<file path="src/rtl/view_dependent_curvature_core_macros.svh">
// ----------------------------------------------------------------------------
// View-dependent curvature core: assertion macros
// Concurrent assertion wrappers; define ASSERT_OFF to compile them out.
// ----------------------------------------------------------------------------
`ifndef VIEW_DEPENDENT_CURVATURE_CORE_MACROS_SVH
`define VIEW_DEPENDENT_CURVATURE_CORE_MACROS_SVH
`ifndef ASSERT_OFF
`define VDC_ASSERT(lbl, clk, rst_n, prop, msg) \
    lbl: assert property (@(posedge clk) disable iff (!rst_n) prop) else $error(msg);
`define VDC_ASSERT_ALWAYS(lbl, clk, prop, msg) \
    lbl: assert property (@(posedge clk) prop) else $error(msg);
`else
`define VDC_ASSERT(lbl, clk, rst_n, prop, msg)
`define VDC_ASSERT_ALWAYS(lbl, clk, prop, msg)
`endif
`endif

</file>
<file path="src/rtl/vdc_isqrt.sv">
// ----------------------------------------------------------------------------
// Pipelined integer square root
// One root bit per stage, floor result, tag and valid travel alongside.
// ----------------------------------------------------------------------------
module vdc_isqrt #(
    parameter int  IW = 50,
    parameter type t_tag = logic
) (
    input  logic              i_clk,
    input  logic              i_rst_n,
    input  logic              i_vld,
    input  logic [IW-1:0]     i_rad,
    input  t_tag              i_tag,
    output logic              o_vld,
    output logic [IW/2-1:0]   o_root,
    output t_tag              o_tag
);
    localparam int OW = IW / 2;

    logic [IW-1:0] r_s [0:OW-1];
    logic [IW-1:0] r_r [0:OW-1];
    logic          r_v [0:OW-1];
    t_tag          r_t [0:OW-1];

    for (genvar gk = 0; gk < OW; gk++) begin : g_stage
        localparam logic [IW-1:0] StepBit = {{(IW-1){1'b0}}, 1'b1} << (2 * (OW - 1 - gk));
        logic [IW-1:0] s_in;
        logic [IW-1:0] r_in;
        logic          v_in;
        t_tag          t_in;
        logic [IW-1:0] trial;
        if (gk == 0) begin : g_first
            assign s_in = i_rad;
            assign r_in = '0;
            assign v_in = i_vld;
            assign t_in = i_tag;
        end else begin : g_next
            assign s_in = r_s[gk-1];
            assign r_in = r_r[gk-1];
            assign v_in = r_v[gk-1];
            assign t_in = r_t[gk-1];
        end
        assign trial = r_in + StepBit;

        always_ff @(posedge i_clk) begin
            if (!i_rst_n) begin
                r_v[gk] <= 1'b0;
            end else begin
                r_v[gk] <= v_in;
            end
        end

        always_ff @(posedge i_clk) begin
            r_t[gk] <= t_in;
            if (s_in >= trial) begin
                r_s[gk] <= s_in - trial;
                r_r[gk] <= (r_in >> 1) + StepBit;
            end else begin
                r_s[gk] <= s_in;
                r_r[gk] <= r_in >> 1;
            end
        end
    end

    assign o_vld  = r_v[OW-1];
    assign o_root = r_r[OW-1][OW-1:0];
    assign o_tag  = r_t[OW-1];
endmodule

</file>
<file path="config.mk">
export PLATFORM = sky130hd
export DESIGN_NAME = vdc_isqrt
export DESIGN_NICKNAME = d
export VERILOG_FILES = /design/src/rtl/view_dependent_curvature_core_macros.svh /design/src/rtl/vdc_isqrt.sv
export SDC_FILE = /design/constraint.sdc
export NUM_CORES = 2
export LEC_CHECK = 0
export BUFFER_PORTS_ARGS = -buffer_cell sky130_fd_sc_hd__clkbuf_2
export CELL_PAD_IN_SITES_DETAIL_PLACEMENT = 0
export CELL_PAD_IN_SITES_GLOBAL_PLACEMENT = 1
export CORE_ASPECT_RATIO = 0.8
export CORE_MARGIN = 8
export CORE_UTILIZATION = 54
export CTS_BUF_LIST = sky130_fd_sc_hd__clkbuf_8 sky130_fd_sc_hd__clkbuf_16
export CTS_CLUSTER_DIAMETER = 80
export DETAILED_ROUTE_END_ITERATION = 8
export GPL_ROUTABILITY_DRIVEN = 0
export PLACE_DENSITY = 0.95
export SETUP_SLACK_MARGIN = 0.05
export SYNTH_ARGS = -nofsm -noshare
export SYNTH_HDL_FRONTEND = slang
export SYNTH_SLANG_ARGS = --single-unit
</file>
<file path="constraint.sdc">
create_clock -name i_clk -period 6.8 [get_ports i_clk]
set_clock_uncertainty 0.1 [all_clocks]
set_input_delay 0.68 -clock i_clk [delete_from_list [all_inputs] [get_ports i_clk]]
set_output_delay 0.68 -clock i_clk [all_outputs]
set_load 0.05 [all_outputs]
</file>
# After elaboration in Yosys (flattened, before gate mapping)

Memories as Yosys holds them, arrays and structs flattened.
Cells that the tools add are included.

Add/sub/neg operators: 73
Magnitude comparators: 25
Multiplexer cells: 152
Bitwise operators: 75

Operators by type and width:

| cell                                            | number |
|---|---|
| two-way mux 50 bit                              | 50 |
| >= comparator 50 bit                            | 24 |
| subtractor 50 bit                               | 24 |
| two-way mux 1 bit                               | 102 |
| OR 1 bit                                        | 75 |
| adder 49 x 1 -> 50 bit (second input constant)  | 1 |
| adder 49 x 11 -> 50 bit (second input constant) | 1 |
| adder 49 x 13 -> 50 bit (second input constant) | 1 |
| adder 49 x 15 -> 50 bit (second input constant) | 1 |
| adder 49 x 17 -> 50 bit (second input constant) | 1 |
| adder 49 x 19 -> 50 bit (second input constant) | 1 |
| adder 49 x 21 -> 50 bit (second input constant) | 1 |
| adder 49 x 23 -> 50 bit (second input constant) | 1 |
| adder 49 x 25 -> 50 bit (second input constant) | 1 |
| adder 49 x 27 -> 50 bit (second input constant) | 1 |
| adder 49 x 29 -> 50 bit (second input constant) | 1 |
| adder 49 x 3 -> 50 bit (second input constant)  | 1 |
| adder 49 x 31 -> 50 bit (second input constant) | 1 |
| adder 49 x 33 -> 50 bit (second input constant) | 1 |
| adder 49 x 35 -> 50 bit (second input constant) | 1 |
| adder 49 x 37 -> 50 bit (second input constant) | 1 |
| adder 49 x 39 -> 50 bit (second input constant) | 1 |
| adder 49 x 41 -> 50 bit (second input constant) | 1 |
| adder 49 x 43 -> 50 bit (second input constant) | 1 |
| 31 further kinds                                | 31 |

Register bits after elaboration: 0
Bits in writable memories: 2,550
Input port bits: 54
Output and inout bits: 27
Logic and storage cells: 329
Memories kept: 4

Memories:

| memory | depth | bits a word | rd ports | clocked after memory_dff | write ports | line            | source |
|---|---|---|---|---|---|---|---|
| r_r    | 25    | 50          | 25       | 0                        | 25          | vdc_isqrt.sv:21 | `logic [IW-1:0] r_r [0:OW-1];` |
| r_s    | 25    | 50          | 24       | 0                        | 25          | vdc_isqrt.sv:20 | `logic [IW-1:0] r_s [0:OW-1];` |
| r_t    | 25    | 1           | 25       | 0                        | 25          | vdc_isqrt.sv:23 | `t_tag r_t [0:OW-1];` |
| r_v    | 25    | 1           | 25       | 0                        | 25          | vdc_isqrt.sv:22 | `logic r_v [0:OW-1];` |

# Longest topological paths before layout

An unclocked memory read counts as a cell.

Depth after elaboration: 6
Depth in mapped cells: 14
Mapped depth without buffers: 11

# Worst setup path before layout

No wires, ideal clock.

Path type: register -> register
From: mem r_r[13][22] (netlist: r_r[3][72])
To: mem r_s[14][35] (netlist: r_s[1][335])
Setup time: 0.121 ns
Data arrival time: 2.738 ns
Data required time: 6.579 ns
Setup slack: 3.841 ns
Stages on the path, launching flop included: 11
Path buffers: 1
Clock period less this slack: 2.959 ns
Path through: dfxtp_1 > inv_1 > ha_1 > nor2b_1 > o31a_1 > o311a_1 > o211ai_1 > a21oi_1 > a21oi_1 > buf_2 > mux2_2

RTL lines:

| what               | line |
|---|---|
| start: declaration | vdc_isqrt.sv:21 |
| end: declaration   | vdc_isqrt.sv:20 |

==> metrics.csv <==
metric,value,unit
status,"finished, final reports clean",
grt_pass1_vias,41400,
clockBufferDepth,3,
synth-async-reset-ratio,0,
p_int,0.0194,W
swShare,0.335,
synth_area,59300,sq um
final_cell_mix,"1575 x dfxtp_1, 457 x inv_1, 414 x nor2_1, 373 x a21oi_1, 346 x ha_1",
p_clk_frac,0.288,
place_hpwl,101000,microns
finalNonFillerCells,7632,
detail_route.wl_per_cell,18.6,microns
insertion_delay,0.77,ns
vias,42900,
hp-class,flip-flop to flip-flop,
clk_pin_slew,0.06,ns
cp_data_arrival_time,5.08,ns
hold_ws,0.221,ns
max_freq,0.223,GHz
grtUsageTotal,0.227,
p_leak,30.4,nW
cts_buffers,147,
seq_power_share,0.453,
ys_seq_area_frac,0.531,
setup_viol,0,
cts_setup_buffers,0,
tritoncts,built,
p_per_area,439,nW/um^2
synth_nets,6310,
cts.repair.resized,0,
crit_type,flip-flop to flip-flop,
synth_ff_type,dfxtp_1,
grt_max_degree,52,
dp.cells,7311,
rows,108,
syn2layout_area_growth,12.4,%
finalSetupTns,0,ns
power_switching,0.00980,W
dieArea,121000,sq um
vias_per_cell,5.63,
relSlewSlack,0.212,
initial_utilization,0.545,
hold_viol_final,0,
ys_ff_latch,1575,
ios,81,
synth_edf_count,0,
period_share,0.658,
dr.pass1.iters,5,
drc,0,
ir_drop,0.247,mV
worstPathMaxFanout,48,
endpoint_kind,flip-flop,
die_height,312,microns
root_buffer,clkbuf_16,
die_w,387,microns
antenna_found_initial,10,
cap_violations,0,
rsz0062_at_grt,false,
required,7.40,ns
clkSinkCount,1575,
htreeDepth,4,
synthCells,5910,
maxSlewViolCount,0,
drt-total-wl,142000,microns
grt_pass1_wl,226000,microns
combPwrFrac,0.258,
cp-start-kind,flip-flop,
drt_iter0_markers,3736,
worst_pin_slew,1.17,ns
nets,6482,
final_antenna_net_count,0,
period_minus_slack,4.48,ns
yosysUniqueCellTypes,98,
drive_above_1_share,0.0756,
mostFrequentLayoutCell,dfxtp_1,
syn_avg_cell_area,10.0,sq um
ys_warn_count,0,
port_buffers,80,
core_area,109000,sq um
overflow,0,
registers in the layout (all words and copies together), names as in the netlist:
signal	count
r_s	1200
r_r	325
r_v	25
r_t	25
cell usage after synthesis, types with 45 or more instances:
cell | number | area, sq um
a21o_1 | 110 | 826
a21oi_1 | 374 | 1870
and2_1 | 48 | 300
clkbuf_1 | 88 | 330
dfxtp_1 | 1575 | 31500
ha_1 | 346 | 4330
inv_1 | 435 | 1630
mux2_2 | 61 | 687
nand2_1 | 326 | 1220
nand2b_1 | 60 | 375
nand3_1 | 144 | 721
nand4_1 | 92 | 576
nor2_1 | 415 | 1560
nor2b_1 | 45 | 282
nor3_1 | 152 | 761
nor4_1 | 197 | 1230
o21a_1 | 64 | 480
o21ai_0 | 234 | 1170
or3_1 | 63 | 394
xnor2_1 | 289 | 2530
xor2_1 | 219 | 1920
power groups by stage:
stage	logic, W	clock network, W	registers [W]
6_report	0.00755	0.00843	0.0133
5_1_grt	0.00839	0.00895	0.0134
4_1_cts	0.00744	0.00850	0.0132
3_5_place_dp	0.00729	0	0.0133
3_3_place_gp	0.00717	0	0.0133
2_1_floorplan	0.00587	0	0.0125
critical path, stage by stage (launching register included):
cell	delay, ns
dfxtp_1	0.32
inv_1	0.05
ha_1	0.40
nand4_1	0.15
nor4b_1	0.89
nand4_1	0.37
o2111ai_1	0.20
a21o_2	0.75
nand4_2	0.54
and4bb_2	0.46
xor2_1	0.17
metal layers:
| layer | vias up | part of all wire | GRT usage |
|---|---|---|---|
| met1 | 20200 | 0.47 | 0.326 |
| met3 | 240 | 0.081 | 0.0491 |
| li1 | 21000 | - | - |
| met2 | 1516 | 0.42 | 0.344 |
| met5 | - | 0.00024 | 0 |
| met4 | 4 | 0.024 | 0.0680 |
worst paths after layout:
path	from	to	slack (ns)	cells after the start
max reg2reg	r_r[5][123]	r_s[2][387]	2.32	10
min	r_t[0][3]	r_t[0][4]	0.22	0
max	r_r[5][123]	r_s[2][387]	2.32	10
min reg2reg	r_t[0][3]	r_t[0][4]	0.22	0
per-stage QoR:
step	area, sq um	worst slack [ns]	total power [W]	utilization
detailed placement	61100	2.45	0.0206	0.562
floorplan	59300	3.84	0.0184	-
global route	66700	2.12	0.0308	0.613
global placement	61100	2.55	0.0205	0.562
CTS	66700	2.46	0.0291	0.613
finish	66700	2.32	0.0292	0.613
logic make-up (layout without fill, tap and decap cells):
logic type	after synthesis	in the layout	share of synthesized area
simple gates	1796	1796	0.160
flops	1575	1575	0.531
compound gates	1056	1056	0.111
buf+inv	557	847	0.0360
xor+xnor	508	508	0.0750
fa+ha+maj	346	346	0.0730
mux	72	72	0.0135
other cells	0	2	0
layout make-up:
cell class / count / area, sq um
fillers: 8584 / 42100
flip-flops and latches: 1575 / 31500
multi-input cells: 3778 / 25700
clock buffers: 171 / 4020
well taps: 1430 / 1790
inverters: 437 / 1640
clock inverters: 96 / 1020
repair buffers: 143 / 1000
diodes: 2 / 5.00
what timing repair did:
| action | 4_1_cts | 5_1_grt |
|---|---|---|
| endpoints found under the setup margin | 0 | 0 |
| hold buffers | 52 | 0 |
| endpoints found under the hold margin | 52 | 0 |
No activity file was read; power rests on OpenSTA's default activity.
