==> src/rtl/view_dependent_curvature_core_macros.svh <==
// ----------------------------------------------------------------------------
// View-dependent curvature core: assertion macros
// Concurrent assertion wrappers; define ASSERT_OFF to compile them out.
// ----------------------------------------------------------------------------
`ifndef VIEW_DEPENDENT_CURVATURE_CORE_MACROS_SVH
`define VIEW_DEPENDENT_CURVATURE_CORE_MACROS_SVH
`ifndef ASSERT_OFF
`define VDC_ASSERT(lbl, clk, rst_n, prop, msg) \
    lbl: assert property (@(posedge clk) disable iff (!rst_n) prop) else $error(msg);
`define VDC_ASSERT_ALWAYS(lbl, clk, prop, msg) \
    lbl: assert property (@(posedge clk) prop) else $error(msg);
`else
`define VDC_ASSERT(lbl, clk, rst_n, prop, msg)
`define VDC_ASSERT_ALWAYS(lbl, clk, prop, msg)
`endif
`endif

==> src/rtl/vdc_div.sv <==
// ----------------------------------------------------------------------------
// Pipelined restoring divider
// One quotient bit per stage; caller keeps num below den * 2^QW.
// ----------------------------------------------------------------------------
module vdc_div #(
    parameter int  NW = 40,
    parameter int  DW = 25,
    parameter int  QW = 15,
    parameter type t_tag = logic
) (
    input  logic          i_clk,
    input  logic          i_rst_n,
    input  logic          i_vld,
    input  logic [NW-1:0] i_num,
    input  logic [DW-1:0] i_den,
    input  t_tag          i_tag,
    output logic          o_vld,
    output logic [QW-1:0] o_quo,
    output t_tag          o_tag
);
    localparam int XW = (NW > DW + QW) ? NW : DW + QW;

    logic [XW-1:0] r_rem [0:QW-1];
    logic [DW-1:0] r_den [0:QW-1];
    logic [QW-1:0] r_quo [0:QW-1];
    logic          r_v   [0:QW-1];
    t_tag          r_t   [0:QW-1];

    for (genvar gk = 0; gk < QW; gk++) begin : g_stage
        logic [XW-1:0] rem_in;
        logic [DW-1:0] den_in;
        logic [QW-1:0] quo_in;
        logic          v_in;
        t_tag          t_in;
        logic [XW-1:0] sub;
        if (gk == 0) begin : g_first
            assign rem_in = XW'(i_num);
            assign den_in = i_den;
            assign quo_in = '0;
            assign v_in   = i_vld;
            assign t_in   = i_tag;
        end else begin : g_next
            assign rem_in = r_rem[gk-1];
            assign den_in = r_den[gk-1];
            assign quo_in = r_quo[gk-1];
            assign v_in   = r_v[gk-1];
            assign t_in   = r_t[gk-1];
        end
        assign sub = XW'(den_in) << (QW - 1 - gk);

        always_ff @(posedge i_clk) begin
            if (!i_rst_n) begin
                r_v[gk] <= 1'b0;
            end else begin
                r_v[gk] <= v_in;
            end
        end

        always_ff @(posedge i_clk) begin
            r_den[gk] <= den_in;
            r_t[gk]   <= t_in;
            if (rem_in >= sub) begin
                r_rem[gk] <= rem_in - sub;
                r_quo[gk] <= quo_in | (QW'(1) << (QW - 1 - gk));
            end else begin
                r_rem[gk] <= rem_in;
                r_quo[gk] <= quo_in;
            end
        end
    end

    assign o_vld = r_v[QW-1];
    assign o_quo = r_quo[QW-1];
    assign o_tag = r_t[QW-1];
endmodule
==> config.mk <==
export PLATFORM = sky130hd
export DESIGN_NAME = vdc_div
export DESIGN_NICKNAME = d
export VERILOG_FILES = /design/src/rtl/view_dependent_curvature_core_macros.svh /design/src/rtl/vdc_div.sv
export SDC_FILE = /design/constraint.sdc
export NUM_CORES = 2
export LEC_CHECK = 0
export BUFFER_PORTS_ARGS = -buffer_cell sky130_fd_sc_hd__buf_2
export CORE_MARGIN = 2
export CORE_UTILIZATION = 55
export CTS_BUF_LIST = sky130_fd_sc_hd__clkbuf_8
export CTS_CLUSTER_SIZE = 12
export DETAILED_ROUTE_END_ITERATION = 10
export PLACE_DENSITY = 0.71
export REMOVE_ABC_BUFFERS = 1
export SLEW_MARGIN = 20
export SYNTH_ARGS = -nofsm -noshare
export SYNTH_HDL_FRONTEND = slang
export SYNTH_SLANG_ARGS = --single-unit
==> constraint.sdc <==
create_clock -name i_clk -period 3.03 [get_ports i_clk]
set_clock_uncertainty 0.05 [all_clocks]
set_input_delay 0.1515 -clock i_clk [delete_from_list [all_inputs] [get_ports i_clk]]
set_output_delay 0.1515 -clock i_clk [all_outputs]
set_load 0.01 [all_outputs]
# Yosys cells after proc, flatten, opt, wreduce, memory -nomap -nowiden
# Memory sizes are Yosys's and may differ from the RTL's.
# Cells that the tools add are included.
dict set report classes {
  n_addsub 15
  magnitude_cmp 15
  mux 92
  bitwise 45
}
# cell n
set op_table {}
lappend op_table {{40-bit two-way mux} 15}
lappend op_table {{15-bit two-way mux} 15}
lappend op_table {{1-bit two-way mux} 62}
lappend op_table {{1-bit bitwise OR} 45}
lappend op_table {{40-bit by 25-bit >= comparator with 1-bit output} 1}
lappend op_table {{40-bit by 26-bit >= comparator with 1-bit output} 1}
lappend op_table {{40-bit by 27-bit >= comparator with 1-bit output} 1}
lappend op_table {{40-bit by 28-bit >= comparator with 1-bit output} 1}
lappend op_table {{40-bit by 29-bit >= comparator with 1-bit output} 1}
lappend op_table {{40-bit by 30-bit >= comparator with 1-bit output} 1}
lappend op_table {{40-bit by 31-bit >= comparator with 1-bit output} 1}
lappend op_table {{40-bit by 32-bit >= comparator with 1-bit output} 1}
lappend op_table {{40-bit by 33-bit >= comparator with 1-bit output} 1}
lappend op_table {{40-bit by 34-bit >= comparator with 1-bit output} 1}
lappend op_table {{40-bit by 35-bit >= comparator with 1-bit output} 1}
lappend op_table {{40-bit by 36-bit >= comparator with 1-bit output} 1}
lappend op_table {{40-bit by 37-bit >= comparator with 1-bit output} 1}
lappend op_table {{40-bit by 38-bit >= comparator with 1-bit output} 1}
lappend op_table {{40-bit by 39-bit >= comparator with 1-bit output} 1}
lappend op_table {{40-bit by 25-bit subtractor with 40-bit output} 1}
lappend op_table {{40-bit by 26-bit subtractor with 40-bit output} 1}
lappend op_table {{40-bit by 27-bit subtractor with 40-bit output} 1}
lappend op_table {{40-bit by 28-bit subtractor with 40-bit output} 1}
lappend op_table {{40-bit by 29-bit subtractor with 40-bit output} 1}
lappend op_table {{other kinds (10)} 10}
dict set report totals {
  regBits 0
  mem_bits_rw 1230
  input_bits 69
  word_cells 172
  n_memories 5
}
# name words word_bits rd rd_ports_with_merged_regs wr line_no
set memory_table {}
lappend memory_table {r_rem 15 40 14 0 15 vdc_div.sv:23} ;# logic [XW-1:0] r_rem [0:QW-1];
lappend memory_table {r_den 15 25 14 0 15 vdc_div.sv:24} ;# logic [DW-1:0] r_den [0:QW-1];
lappend memory_table {r_quo 15 15 15 0 15 vdc_div.sv:25} ;# logic [QW-1:0] r_quo [0:QW-1];
lappend memory_table {r_t 15 1 15 0 15 vdc_div.sv:27} ;# t_tag r_t [0:QW-1];
lappend memory_table {r_v 15 1 15 0 15 vdc_div.sv:26} ;# logic r_v [0:QW-1];

# Logic depth before layout (Yosys ltp)
# An unclocked memory read counts as a cell.
dict set report depth {
  ltp_word 5
  ltp_mapped 15
}

# Least setup slack after synthesis
# No wires, ideal clock.
dict set report synth_timing {
  kind {flip-flop to flip-flop}
  startpoint {memory r_den[7][1] (netlist: r_den[0][176])}
  endpoint {memory r_rem[1][39] (netlist name)}
  setup_time_ns 0.118
  t_arrival_ns 3.018
  slack_ns -0.156
  stages_incl_launch_ff 12
  path_buffers 0
  synth_period_minus_slack_ns 3.186
  path_cell_list {dfxtp_1 -> inv_1 -> ha_1 -> and2b_2 -> o31a_2 -> o211a_1 -> a221o_1 -> a2111oi_2 -> or3_2 -> o22a_4 -> or4b_4 -> xnor2_2}
}
# element line_no
set synth_lines {}
lappend synth_lines {{from (decl)} vdc_div.sv:24}
lappend synth_lines {{to (decl)} vdc_div.sv:23}

==> metrics list <==
- Detailed Route WL: between 100000 and 150000 um
* Flop pwr share: between 30 and 40%
* # clock sinks: ~1100
* Critical Path Max Stage Delay: around 0.53 ns
- Number of cells traversed by the worst hold path: 3
* Required time worst endpoint: 3.68 ns
- Fraction of the cycle the final worst path needs: 106.7%
* Cell type group with the largest total delay on the critical path: simple AND/OR/NAND/NOR gates
- The setup path with the least slack is of type flop to flop.
- Global-route usage over all layers: ~26%
- The number of antenna violations at the first check in global routing came to 1.
- Fill cells in the final layout number between 6000 and 7000.
- Drt drc: 1
- The routed layout has between 30000 and 40000 vias.
* Chip Height: between 200 and 300 um
- R2R cell count: 10
- Ratio of total power to cell area: approximately 1100 nW/um2
* R2R Path End: r_rem[1][39]$_DFF_P_
- Most repeated cell in the gate-level netlist after synthesis: dfxtp_1
- The share of synthesized area in the top cell type comes to about 45%.
* TritonCTS clock tree: built
* Average via count per standard cell: about 5.4
* Number of global-route vias before repair: about 41000
* Reg2reg setup slack: -0.20 ns
- In this run, the number of DRC markers left after iteration 0 of detailed routing was ~1800.
* Number of I/O port buffers: 85
- The core region is between 80000 and 90000 um2.
- The most used flip-flop cell after synthesis is dfxtp_1.
- Violations in the final reports: DRC, setup timing
* Number of enable flip-flop cells after synthesis: 0
* Shortest period the worst path allows: between 3 and 4 ns
* Overflow after GRT: 0
* FP Rows: roughly 110
- The worst pin sits at a relative slew slack of a little under three fifths.
- For this run, the number of Yosys warnings is 0.
- Syn avg cell area: between 9 and 10 um2
- Post-synthesis cell area: ~47000 um2
* Instance count of the mapped netlist: 5119
- The clock reaches the later pin of the worst-skew pair after between 0.8 and 0.9 ns.
- Int Power: just over 40 mW
- Max H-tree Level: 4
* Share of synthesized area occupied by flip-flops and latches: between 40 and 50%
* Routed wire length per instance: roughly 16 um
- Kind of start point of the critical path: flop
- Together, buffers and inverters on the worst path number 1.
* Final layout net count: about 6600
- Setup repair after global routing could not meet its margin everywhere.
* Final setup slack of the worst path: -0.2018 ns
- The startpoint identified for the worst register-to-register timing path is r_den[0][181]$_DFF_P_.
- Maximum Capacitance Violations: 0
- STA puts the critical path data arrival time at 3.88 ns.
- Entering global routing, the biggest net connects 51 pins.
- Counting along the longest clock path gives a buffer depth of 3.
* Most area-hungry cell type in the Yosys netlist: dfxtp_1
- Final number of hold-violating endpoints: 0
- The die covers between 80000 and 90000 um2.
- Detail Route Antenna Nets: 0
* Hpwl dp: ~86000 um
- Total power: roughly 65 mW
- Class of the worst hold path: primary input to flop
- Slew at the pin closest to its max-slew limit: between 0.6 and 0.7 ns
* Share of post-route cells with drive strength above 1: approximately 25%
- The run finished, with violations left.
* Switch share: between 30% and 40%
* Clk network pwr share: between 10% and 20%
* Static leakage: roughly 29 nW
- Along the worst path, the maximum fanout reaches 3.
- The worst setup path is captured at a flop.
- IR analysis of the VDD net gives a maximum drop of about 0.00063 V.
* Top cells by area in the synthesized netlist: dfxtp_1 (45%), ha_1 (9.9%), a21oi_1 (4.8%)
- In this run the clock root is driven by a clkbuf_8.
* List of cells traversed by the critical path: inv_1 -> ha_4 -> or4_4 -> o211a_4 -> a221o_1 -> a2111oi_4 -> or3_4 -> o22a_4 -> or4b_4 -> xnor2_2
- In this run the power spent charging and discharging nets is 24.41 mW.
- Final hold analysis gives a worst-case slack of about 0.11 ns.
- For this design the top-level I/O count stands at between 80 and 90.
- The most critical setup path has its startpoint at r_den[0][181]$_DFF_P_.
- Buffers inserted during clock tree synthesis total around 170.
* Distinct cells, synth: a little under 100
- Proportion of power drawn by combinational gates: about half
* Die width: between 200 and 300 um
- Area growth from synthesis to layout: 30.52%
- The first global-routing pass estimated between 150000 and 200000 um of wire.
- Leading cell types by count after synthesis: dfxtp_1 (1060), inv_1 (483), a21oi_1 (452)
* Launch instance of the worst min-delay path: i_num[39]
- At the end of routability-driven placement, the weighted congestion stood at around 0.97.
* Endpoint of the worst hold path: r_rem[0][39]$_DFF_P_
- Pre-Repair DR Iteration Count: 9
* Post-synthesis async set-or-reset flop share: 0%
- The count of pins over their slew limit is 0.
* Finish-stage setup viols: 25
* Clk pin slew, worst setup/hold paths: about 0.06 ns
* Cell with the largest stage delay on the worst path: or4_4
- Max frequency: 0.3094 GHz
- In this run, synthesis produced a sequential element count of ~1100.
- Once the floorplan was initialized, standard cells occupied 55.66% of the core.
[sequential cells by signal, indices dropped and copies added (netlist names)]
signal,count
r_den,350
r_quo,120
r_rem,560
r_v,15
r_t,15
[logic make-up (layout without fill, tap and decap cells)]
kind of cell / Yosys count / after routing / synth area share (%)
AOI/OAI and AO/OA: 1301 / 1301 / 17.04
other: 0 / 2 / 0
buffers and inverters: 603 / 1747 / 4.858
xor gates and xnor gates: 385 / 385 / 7.120
DFF: 1060 / 1060 / 44.71
adders and majority gates: 389 / 389 / 10.48
and+or+nand+nor: 1287 / 1287 / 13.58
muxes: 94 / 94 / 2.220
[through the flow]
| stage | area [um2] | worst slack, ns | utilization, % | setup TNS, ns | std cells |
|---|---|---|---|---|---|
| floorplan | 46980 | -2.343 | - | -197.26 | 5000 |
| global placement | 53990 | -0.4286 | 63.31 | -18.67 | 6888 |
| detailed placement | 53990 | -0.4902 | 63.31 | -33.88 | 6888 |
| CTS | 59930 | -0.1814 | 70.27 | -0.4860 | 7355 |
| global route | 61950 | -0.2644 | 72.64 | -8.203 | 7409 |
| finish | 61950 | -0.2018 | 72.64 | -1.194 | 7409 |
[routing by layer]
| layer | vias to the layer above | track usage (%) | wire (um) |
|---|---|---|---|
| met4 | 0 | 19.51 | 9064 |
| met3 | 455 | 3.858 | 3610 |
| met1 | 18390 | 22.99 | 41720 |
| met2 | 939 | 50.93 | 64660 |
| met5 | - | 0 | 0 |
| li1 | 19900 | - | - |
[tightest hold or removal path: cells and delay by family]
family	cells	cell delay (ns)
AOI/OAI and AO/OA	1	0.16
buffers and inverters	2	0.64
[how the worst max path moves through the flow]
stage,end,slack [ns],cells past startpoint
after floorplan,r_rem[0][235]$_DFF_P_,-2.34,11
after global placement,r_rem[1][155]$_DFF_P_,-0.43,11
after detailed placement,r_rem[1][155]$_DFF_P_,-0.49,12
after CTS,r_rem[1][39]$_DFF_P_,-0.18,11
after global routing,r_rem[1][39]$_DFF_P_,-0.26,11
final,r_rem[1][39]$_DFF_P_,-0.20,10
[final cells by class]
class	instances	area (um2)	share of cell area, %
clock buffers	214	2945	4.754
repair buffers	954	7815	12.61
clock inverters	95	604.3	0.9755
diodes	2	5.005	0.008079
well taps	1144	1431	2.310
inverters	484	1817	2.933
flip-flops and latches	1060	21280	34.36
multi-input cells	3456	26050	42.05
[placed cells by master (no fill, tap or decap), drive strengths merged, types with 64 or more instances in the layout]
cell	count
dlygate4sd3	132
xor2	166
nand2	335
mux2	90
inv	544
a21oi	452
dfxtp	1060
nand3	88
nor3	82
nor2	330
a21o	164
xnor2	219
ha	375
nand2b	64
clkbuf	220
buf	814
o21ai	300
[power groups by stage]
| stage | sequential, mW | clock [mW] | combinational [mW] |
|---|---|---|---|
| 2_1_floorplan | 19.8 | 0 | 19.9 |
| 3_3_place_gp | 20.5 | 0 | 28.7 |
| 3_5_place_dp | 20.5 | 0 | 29.3 |
| 4_1_cts | 20.3 | 12.6 | 30.6 |
| 5_1_grt | 20.9 | 13.3 | 35.9 |
| 6_report | 20.5 | 12.3 | 32.7 |
[what timing repair did]
| item | CTS | global route |
|---|---|---|
| hold buffers | 132 | 0 |
| gates cloned | 4 | 6 |
| hold endpoints to repair | 82 | 0 |
| gates resized for setup | 167 | 365 |
| pin swaps | 59 | 155 |
| setup endpoints to repair | 282 | 356 |
| buffers inserted | 23 | 50 |
Power figures use the tool's default switching activity.
